**src/design/icpu_pkg.sv**
```systemverilog
// Shared types and constants for the intcode step machine.
// Used by the controller, the datapath, the top level and the checker.
package icpu_pkg;

   localparam int WORD_W     = 64;
   localparam int ADDR_W     = 12;
   localparam int REQ_DATA_W = 80;
   localparam int RSP_DATA_W = 72;

   // item kinds
   localparam logic [1:0] KIND_LOAD  = 2'd0;
   localparam logic [1:0] KIND_PUSH  = 2'd1;
   localparam logic [1:0] KIND_EXEC  = 2'd2;
   localparam logic [1:0] KIND_CLEAR = 2'd3;

   // opcodes
   localparam logic [6:0] OP_ADD  = 7'd1;
   localparam logic [6:0] OP_MUL  = 7'd2;
   localparam logic [6:0] OP_IN   = 7'd3;
   localparam logic [6:0] OP_OUT  = 7'd4;
   localparam logic [6:0] OP_JT   = 7'd5;
   localparam logic [6:0] OP_JF   = 7'd6;
   localparam logic [6:0] OP_LT   = 7'd7;
   localparam logic [6:0] OP_EQ   = 7'd8;
   localparam logic [6:0] OP_ARB  = 7'd9;
   localparam logic [6:0] OP_HALT = 7'd99;

   // parameter modes; MODE_BAD stands for any digit above two
   localparam logic [1:0] MODE_POS = 2'd0;
   localparam logic [1:0] MODE_IMM = 2'd1;
   localparam logic [1:0] MODE_REL = 2'd2;
   localparam logic [1:0] MODE_BAD = 2'd3;

   localparam int DEC_DIV = 10000;

   typedef enum logic [1:0] {
      ST_RUN   = 2'd0,
      ST_WAIT  = 2'd1,
      ST_HALT  = 2'd2,
      ST_FAULT = 2'd3
   } run_state_type;

   typedef enum logic [4:0] {
      DP_NONE,
      DP_CAPTURE,
      DP_CLR_INIT,
      DP_CLR_STEP,
      DP_LOAD,
      DP_PUSH,
      DP_FETCH,
      DP_FLATCH,
      DP_DEC_STEP,
      DP_DEC_A,
      DP_DEC_B,
      DP_PARAM,
      DP_PWAIT,
      DP_RDA,
      DP_RDAW,
      DP_RDBW,
      DP_EXEC,
      DP_MUL,
      DP_WRITE,
      DP_INW,
      DP_ADV_INIT,
      DP_ADV_STEP,
      DP_RESP
   } dp_op_type;

   typedef struct packed {
      dp_op_type op;
      logic      set_fault;
      logic      set_halt;
      logic      set_wait;
   } cmd_type;

   typedef struct packed {
      logic [1:0] kind;
      logic       running;
      logic       cw_zero;
      logic       dec_last;
      logic       is_halt;
      logic [1:0] np;
      logic       p_fault;
      logic       p_imm;
      logic       eff_bad;
      logic       p_last;
      logic       op_arith;
      logic       op_mul;
      logic       op_input;
      logic       fifo_empty;
      logic       jump_taken;
      logic       jump_bad;
      logic       mul_last;
      logic       ext_zero;
      logic       adv_last;
      logic       clr_last;
   } stat_type;

endpackage

```
**src/design/icpu_ctrl.sv**
```systemverilog
// Sequencer for the intcode step machine: one item at a time.
// Depends on icpu_pkg; drives icpu_dpath through cmd_type, reads stat_type.
module icpu_ctrl (
   input  logic               clock,
   input  logic               reset,
   input  logic               req_tvalid,
   output logic               req_tready,
   output logic               rsp_tvalid,
   input  logic               rsp_tready,
   input  icpu_pkg::stat_type stat,
   output icpu_pkg::cmd_type  cmd
);
   import icpu_pkg::*;

   typedef enum logic [4:0] {
      S_CLEAR, S_IDLE, S_DISPATCH, S_LOAD, S_PUSH, S_CLRI,
      S_FETCH, S_FLATCH, S_DEC, S_DECA, S_DECB, S_OPCHK,
      S_PARAM, S_PWAIT, S_RDA, S_RDAW, S_RDBW, S_EXEC,
      S_MUL, S_WRITE, S_INW, S_ADVI, S_ADVS, S_DONE
   } state_type;

   state_type state_ff, state_in;
   logic      rdy_ff;
   logic      rsp_valid_ff;
   logic      clr_item_ff;

   always_comb begin
      state_in      = state_ff;
      cmd.op        = DP_NONE;
      cmd.set_fault = 1'b0;
      cmd.set_halt  = 1'b0;
      cmd.set_wait  = 1'b0;
      unique case (state_ff)
         S_CLEAR: begin
            cmd.op = DP_CLR_STEP;
            if (stat.clr_last) state_in = clr_item_ff ? S_DONE : S_IDLE;
         end
         S_IDLE: begin
            if (req_tvalid && rdy_ff) begin
               cmd.op   = DP_CAPTURE;
               state_in = S_DISPATCH;
            end
         end
         S_DISPATCH: begin
            unique case (stat.kind)
               KIND_LOAD:  state_in = S_LOAD;
               KIND_PUSH:  state_in = S_PUSH;
               KIND_EXEC:  state_in = stat.running ? S_FETCH : S_DONE;
               KIND_CLEAR: state_in = S_CLRI;
            endcase
         end
         S_LOAD: begin
            cmd.op   = DP_LOAD;
            state_in = S_DONE;
         end
         S_PUSH: begin
            cmd.op   = DP_PUSH;
            state_in = S_DONE;
         end
         S_CLRI: begin
            cmd.op   = DP_CLR_INIT;
            state_in = S_CLEAR;
         end
         S_FETCH: begin
            cmd.op   = DP_FETCH;
            state_in = S_FLATCH;
         end
         S_FLATCH: begin
            cmd.op   = DP_FLATCH;
            state_in = S_DEC;
         end
         S_DEC: begin
            if (stat.cw_zero) begin
               cmd.set_fault = 1'b1;
               state_in      = S_DONE;
            end else begin
               cmd.op = DP_DEC_STEP;
               if (stat.dec_last) state_in = S_DECA;
            end
         end
         S_DECA: begin
            cmd.op   = DP_DEC_A;
            state_in = S_DECB;
         end
         S_DECB: begin
            cmd.op   = DP_DEC_B;
            state_in = S_OPCHK;
         end
         S_OPCHK: begin
            priority if (stat.is_halt) begin
               cmd.set_halt = 1'b1;
               state_in     = S_DONE;
            end else if (stat.np == 2'd0) begin
               state_in = S_ADVI;
            end else begin
               state_in = S_PARAM;
            end
         end
         S_PARAM: begin
            priority if (stat.p_fault) begin
               cmd.set_fault = 1'b1;
               state_in      = S_DONE;
            end else if (stat.p_imm) begin
               cmd.op   = DP_PARAM;
               state_in = stat.p_last ? S_RDA : S_PARAM;
            end else begin
               cmd.op   = DP_PARAM;
               state_in = S_PWAIT;
            end
         end
         S_PWAIT: begin
            if (stat.eff_bad) begin
               cmd.set_fault = 1'b1;
               state_in      = S_DONE;
            end else begin
               cmd.op   = DP_PWAIT;
               state_in = stat.p_last ? S_RDA : S_PARAM;
            end
         end
         S_RDA: begin
            cmd.op   = DP_RDA;
            state_in = S_RDAW;
         end
         S_RDAW: begin
            cmd.op   = DP_RDAW;
            state_in = (stat.np >= 2'd2) ? S_RDBW : S_EXEC;
         end
         S_RDBW: begin
            cmd.op   = DP_RDBW;
            state_in = S_EXEC;
         end
         S_EXEC: begin
            priority if (stat.op_input && stat.fifo_empty) begin
               cmd.set_wait = 1'b1;
               state_in     = S_DONE;
            end else if (stat.jump_taken && stat.jump_bad) begin
               cmd.set_fault = 1'b1;
               state_in      = S_DONE;
            end else begin
               cmd.op = DP_EXEC;
               priority if (stat.op_arith)   state_in = S_WRITE;
               else if (stat.op_mul)         state_in = S_MUL;
               else if (stat.op_input)       state_in = S_INW;
               else if (stat.jump_taken)     state_in = S_DONE;
               else                          state_in = S_ADVI;
            end
         end
         S_MUL: begin
            cmd.op = DP_MUL;
            if (stat.mul_last) state_in = S_WRITE;
         end
         S_WRITE: begin
            cmd.op   = DP_WRITE;
            state_in = S_ADVI;
         end
         S_INW: begin
            cmd.op   = DP_INW;
            state_in = S_ADVI;
         end
         S_ADVI: begin
            cmd.op   = DP_ADV_INIT;
            state_in = stat.ext_zero ? S_DONE : S_ADVS;
         end
         S_ADVS: begin
            cmd.op = DP_ADV_STEP;
            if (stat.adv_last) state_in = S_DONE;
         end
         S_DONE: begin
            if (!rsp_valid_ff || rsp_tready) begin
               cmd.op   = DP_RESP;
               state_in = S_IDLE;
            end
         end
         default: state_in = S_IDLE;
      endcase
   end

   always_ff @(posedge clock) begin
      if (reset) begin
         state_ff     <= S_CLEAR;
         rdy_ff       <= 1'b0;
         rsp_valid_ff <= 1'b0;
         clr_item_ff  <= 1'b0;
      end else begin
         state_ff <= state_in;
         rdy_ff   <= (state_in == S_IDLE);
         if (cmd.op == DP_RESP) begin
            rsp_valid_ff <= 1'b1;
         end else if (rsp_tready) begin
            rsp_valid_ff <= 1'b0;
         end
         if (cmd.op == DP_CLR_INIT) begin
            clr_item_ff <= 1'b1;
         end else if (state_ff == S_IDLE) begin
            clr_item_ff <= 1'b0;
         end
      end
   end

   assign req_tready = rdy_ff;
   assign rsp_tvalid = rsp_valid_ff;
endmodule

```
**config.mk**
```make
export PLATFORM = sky130hd
export DESIGN_NAME = icpu_ctrl
export DESIGN_NICKNAME = d
export VERILOG_FILES = /design/src/design/icpu_pkg.sv /design/src/design/icpu_ctrl.sv
export SDC_FILE = /design/constraint.sdc
export NUM_CORES = 1
export LEC_CHECK = 0
export BUFFER_PORTS_ARGS = -buffer_cell sky130_fd_sc_hd__buf_4
export CORE_MARGIN = 4
export CORE_UTILIZATION = 35
export CTS_BUF_LIST = sky130_fd_sc_hd__clkbuf_8
export CTS_CLUSTER_SIZE = 24
export DETAILED_ROUTE_END_ITERATION = 10
export PLACE_DENSITY = 0.63
export SKIP_CTS_REPAIR_TIMING = 1
export SLEW_MARGIN = 25
export SYNTH_ARGS = -nofsm -noshare
export SYNTH_HDL_FRONTEND = slang
export SYNTH_SLANG_ARGS = --single-unit
export TNS_END_PERCENT = 10
```
**constraint.sdc**
```tcl
create_clock -name clock -period 1.95 [get_ports clock]
set_input_delay 0.0975 -clock clock [delete_from_list [all_inputs] [get_ports clock]]
set_output_delay 0.0975 -clock clock [all_outputs]
set_load 0.03 [all_outputs]
```
# Yosys cells after proc, flatten, opt, wreduce, memory -nomap -nowiden
# Cells that the tools add are included.
[classes] mux=46 eq_ne=29 n_lt_le_gt_ge=1 reduce_logical=12
[ops] operator="5-bit case mux with 22 select lines" n=2
[ops] operator="5-bit 2-to-1 mux" n=20
[ops] operator="5-bit == test, second input constant" n=9
[ops] operator="5-bit by 4-bit == test with 1-bit output, second input constant" n=8
[ops] operator="5-bit by 3-bit == test with 1-bit output, second input constant" n=4
[ops] operator="5-bit case mux with 4 select lines" n=1
[ops] operator="5-bit by 2-bit == test with 1-bit output, second input constant" n=3
[ops] operator="1-bit 2-to-1 mux" n=15
[ops] operator="4-bit 2-to-1 mux" n=3
[ops] operator="5-bit by 1-bit == test with 1-bit output, second input constant" n=2
[ops] operator="2-bit 2-to-1 mux" n=3
[ops] operator="6-bit 2-to-1 mux" n=1
[ops] operator="5-bit logical NOT" n=1
[ops] operator="2-bit == test, second input constant" n=2
[ops] operator="2-bit logical NOT" n=2
[ops] operator="1-bit case mux with 4 select lines" n=1
[ops] operator="2-bit nonzero test" n=2
[ops] operator="2-bit OR reduction" n=2
[ops] operator="1-bit logical AND" n=3
[ops] operator="2-bit by 1-bit == test with 1-bit output, second input constant" n=1
[ops] operator="2-bit greater-or-equal comparator, second input constant" n=1
[ops] operator="1-bit logical NOT" n=1
[ops] operator="1-bit logical OR" n=1
[word_totals] out_inout_bits=10 word_cells=92 in_bits=26 register_bits=8

# Longest topological paths before layout
[logic_depth] ltp_word=8 depth_mapped=9 ltp_nobuf=6

# Worst setup path before layout
# No wires, ideal clock.
[synth_path] path_type="reg-to-output" start="register state_ff[0]" end="output port cmd[4] (netlist bit)" arrival_time_ns=1.853 path_buffers=3 t_required_ns=1.852 path_stages_with_launch=9 setup_slack_ns=0.000 cell_sequence="dfxtp_1 -> buf_6 -> buf_12 -> buf_2 -> nand2_1 -> o211ai_1 -> o311a_1 -> a31oi_1 -> o21ai_0"
[synth_lines] element="start, declared" line="icpu_ctrl.sv:22" rtl="state_type state_ff, state_in;"
[synth_lines] element="start signal, assigned" line="icpu_ctrl.sv:185" rtl="state_ff <= state_in;"
[synth_lines] element="end, declared" line="icpu_ctrl.sv:11" rtl="output icpu_pkg::cmd_type cmd"

# Final worst setup path
[layout_path] start="register state_ff[0]" end="register rdy_ff, in the netlist req_tready"
[layout_via] elab_chain_len=4 elab_cells_between_ends=35 classes_between="eq/ne: 24; mux: 8; reduce/logical: 3"
[layout_lines] element="5-bit == test (tied with other cells)" line="icpu_ctrl.sv:33" rtl="unique case (state_ff)"
[layout_lines] element="2-bit OR reduction (no source line) / 5-bit 2-to-1 mux (equally long branches)"
[layout_lines] element="5-bit case mux with 22 select lines *" line="icpu_ctrl.sv:33"
[layout_lines] element="5-bit by 1-bit == test with 1-bit output *" line="icpu_ctrl.sv:186" rtl="rdy_ff <= (state_in == S_IDLE);"
[layout_lines] element="end signal, assigned" line="icpu_ctrl.sv:186"
[layout_lines] element="end, declared" line="icpu_ctrl.sv:23" rtl="logic rdy_ff;"
# Mark *: on every way between the ends. The rest lies on a longest branch, timed or not.
# A chain may end at the register's enable or synchronous reset.

==> metrics.md <==
| Metric | Value |
|---|---|
| Number of placed I/O pins | `36` |
| Layout cells sized above 1 | `0.383` |
| Sequential share of the synthesized area | `0.132` |
| Global-route wire length before repair | `~7100 um` |
| Clock Tree Buf Depth | `2` |
| Via Count | `1651` |
| Sequential share of power | `0.131` |
| Synth Instances | `180` |
| Initial Utilization | `0.363` |
| # rows | `21` |
| Clock tree from TritonCTS | `done` |
| Worst EP arrival | `roughly 2.1 ns` |
| Final Cycle Share | `0.980` |
| Diode count | `0` |
| RSZ-0062 raised after global routing | `yes` |
| Final std cells w/o fill | `286` |
| Clock power frac | `0.081` |
| Setup Crit Path Kind | `register to register` |
| Dpl cells | `279` |
| Switching share of power | `0.482` |
| Port-buffer cells | `35` |
| Worst Skew | `about 0.002 ns` |
| Initial DRC count | `around 160` |
| Vias per inst | `~5.8` |
| Run status | `finished clean` |
| Critical path required time | `between 2 and 2.5 ns` |
| YS warnings | `0` |
| Cell Area, Synth | `about 1200 um2` |
| Worst skew pair latency | `0.23 ns` |
| Dominant cells by area after synthesis | `dfxtp_1, nor2_1, a21oi_1` |
| Synth Flop Type | `dfxtp_1` |
| Power Dens Cells | `between 1000 and 1500 nW/um2` |
| Clk Tree Root Cell | `clkbuf_8` |
| Fmax | `roughly 520 MHz` |
| Net Switching | `roughly 1.2 mW` |
| Async S/R FF share, synth | `0` |
| Syn Area/Cell | `6.73 um2` |
| Total wire length | `4410 um` |
| Final setup violation count | `0` |
| Routability congestion estimate from global placement | `0.941` |
| Fin crit period | `1.91 ns` |
| Setup crit end kind | `register` |
| Routed len/inst | `~15 um` |
| H-tree Lvls | `1` |
| Peak supply drop | `around 830 uV` |
| Largest net degree at the start of global routing | `23` |
| Clk slew on worst S/H paths | `0.04 ns` |
| Synth cell types | `slightly below 60` |
| Die height | `between 60 and 70 um` |
| Max Slew Vio Count | `0` |
| Slew headroom | `0.649` |
| Final instance area | `about 1800 um2` |
| Top cell type's share of synthesized area | `0.132` |
| CTS Sinks | `8` |
| Number of synthesized register bits | `8` |
| Syn Nets | `a little over 200` |
| Drt pass-1 iters | `4` |
| Hold crit path type | `primary input to register` |
| Initial antenna violation count | `0` |
| CORE AREA | `about 3300 um2` |
| Final hold violation count | `0` |
| GRT Overall Usage | `0.203` |
| Antenna-violating nets left | `0` |
| Combinational share of power | `0.788` |
| Layout area overhead | `48.0%` |
| Internal | `approximately 1.3 mW` |
| Leak pwr | `between 0.7 and 0.8 nW` |
| TritonCTS buffer count | `3` |
| MaxCap Viol Count | `0` |
| Number of global-route vias before repair | `1501` |
| Die area | `between 4000 and 5000 um2` |
| Crit start category | `register` |
| Post-synth EDFFs | `0` |
| Top cells by count, synth | `nor2_1, a21oi_1, nand2_1` |
| Area post-placement | `1690 um2` |
| DRC viols | `0` |
| # nets final | `around 270` |
| Fin util | `0.537` |
| Synth area leader | `dfxtp_1` |
| GRT Residual Overflow | `0` |
| CP Max Fanout | `6` |
| HPWL after DPL | `about 3500 um` |
| Die X | `66.8 um` |
| Worst Tran Pin Value | `~0.53 ns` |
| Most common cell in the netlist | `nor2_1` |
## flip-flops by register name, indices dropped and copies added, names as in the netlist
name	flops
rsp_tvalid	1
req_tready	1
state_ff	5
clr_item_ff	1
## layout make-up
class	count	area, um2
Clock buffer	3	41.3
Timing Repair Buffer	71	551
Sequential cell	8	174
Tap cell	46	57.6
Fill cell	335	1540
Multi-Input combinational cell	147	926
Inverter	11	43.8
## stage by stage
stage,setup WS (ns),hold WS [ns],TNS (ns),power (mW)
finish,0.0397,0.0774,0,2.44
global route,-0.0530,0.0804,-0.0530,2.62
CTS,-0.149,0.0809,-0.399,2.30
detailed placement,-0.0447,0.320,-0.0447,2.10
global placement,-0.104,0.321,-0.120,2.10
floorplan,0.0629,0.170,0,1.40
## metal layers
layer	vias to the layer above	track usage	share of wire
met2	83	0.304	0.44
met3	10	0.0337	0.094
met4	0	0.0761	0.026
met5	-	0	0
met1	749	0.288	0.44
li1	809	-	-
## kinds of logic (layout without fill, tap and decap cells)
| kind of cell | Yosys count | count (layout) | share of synthesized area |
|---|---|---|---|
| AND/OR/NAND/NOR | 78 | 78 | 0.347 |
| AO/OA/AOI/OAI | 64 | 64 | 0.364 |
| buffers and inverters | 25 | 85 | 0.118 |
| flip-flops | 8 | 8 | 0.132 |
| multiplexers | 3 | 3 | 0.0248 |
| XOR/XNOR | 2 | 2 | 0.0145 |
## final timing paths
kind,start,slack (ns),to,depth (start not counted)
max,state_ff[0]$_SDFF_PP0_,0.04,req_tready$_SDFF_PP0_,8
min,reset,0.08,state_ff[2]$_SDFF_PP0_,2
min reg2reg,clr_item_ff$_SDFFE_PP0P_,0.49,clr_item_ff$_SDFFE_PP0P_,2
max reg2reg,state_ff[0]$_SDFF_PP0_,0.04,req_tready$_SDFF_PP0_,8
## power groups by stage
stage               sequential, mW  clock (mW)  combinational [mW]
floorplan                    0.260           0                1.14
global placement             0.329           0                1.77
detailed placement           0.330           0                1.77
CTS                          0.327       0.203                1.77
global route                 0.327       0.212                2.08
finish                       0.320       0.198                1.93
## worst max-delay path, stage by stage (launching register included)
cell and delay [ns]:
dfxtp_4 0.36, buf_4 0.15, buf_4 0.13, and3b_1 0.16, nand2_1 0.10, a31oi_1 0.06
or4_1 0.51, a21oi_2 0.15, and4_1 0.22
## cells in the final DEF, fill, tap and decap left out, types with 4 or more instances in the layout
| cell type | instances |
|---|---|
| o22ai_1 | 6 |
| inv_1 | 7 |
| buf_4 | 67 |
| a21oi_1 | 11 |
| nand2_1 | 13 |
| nor2_1 | 22 |
| nor2b_1 | 7 |
| o21ai_0 | 7 |
| and2_1 | 5 |
| nand3_1 | 5 |
| nor3_1 | 4 |
| nor4_1 | 4 |
| a31oi_1 | 7 |
Power figures use the tool's default switching activity.
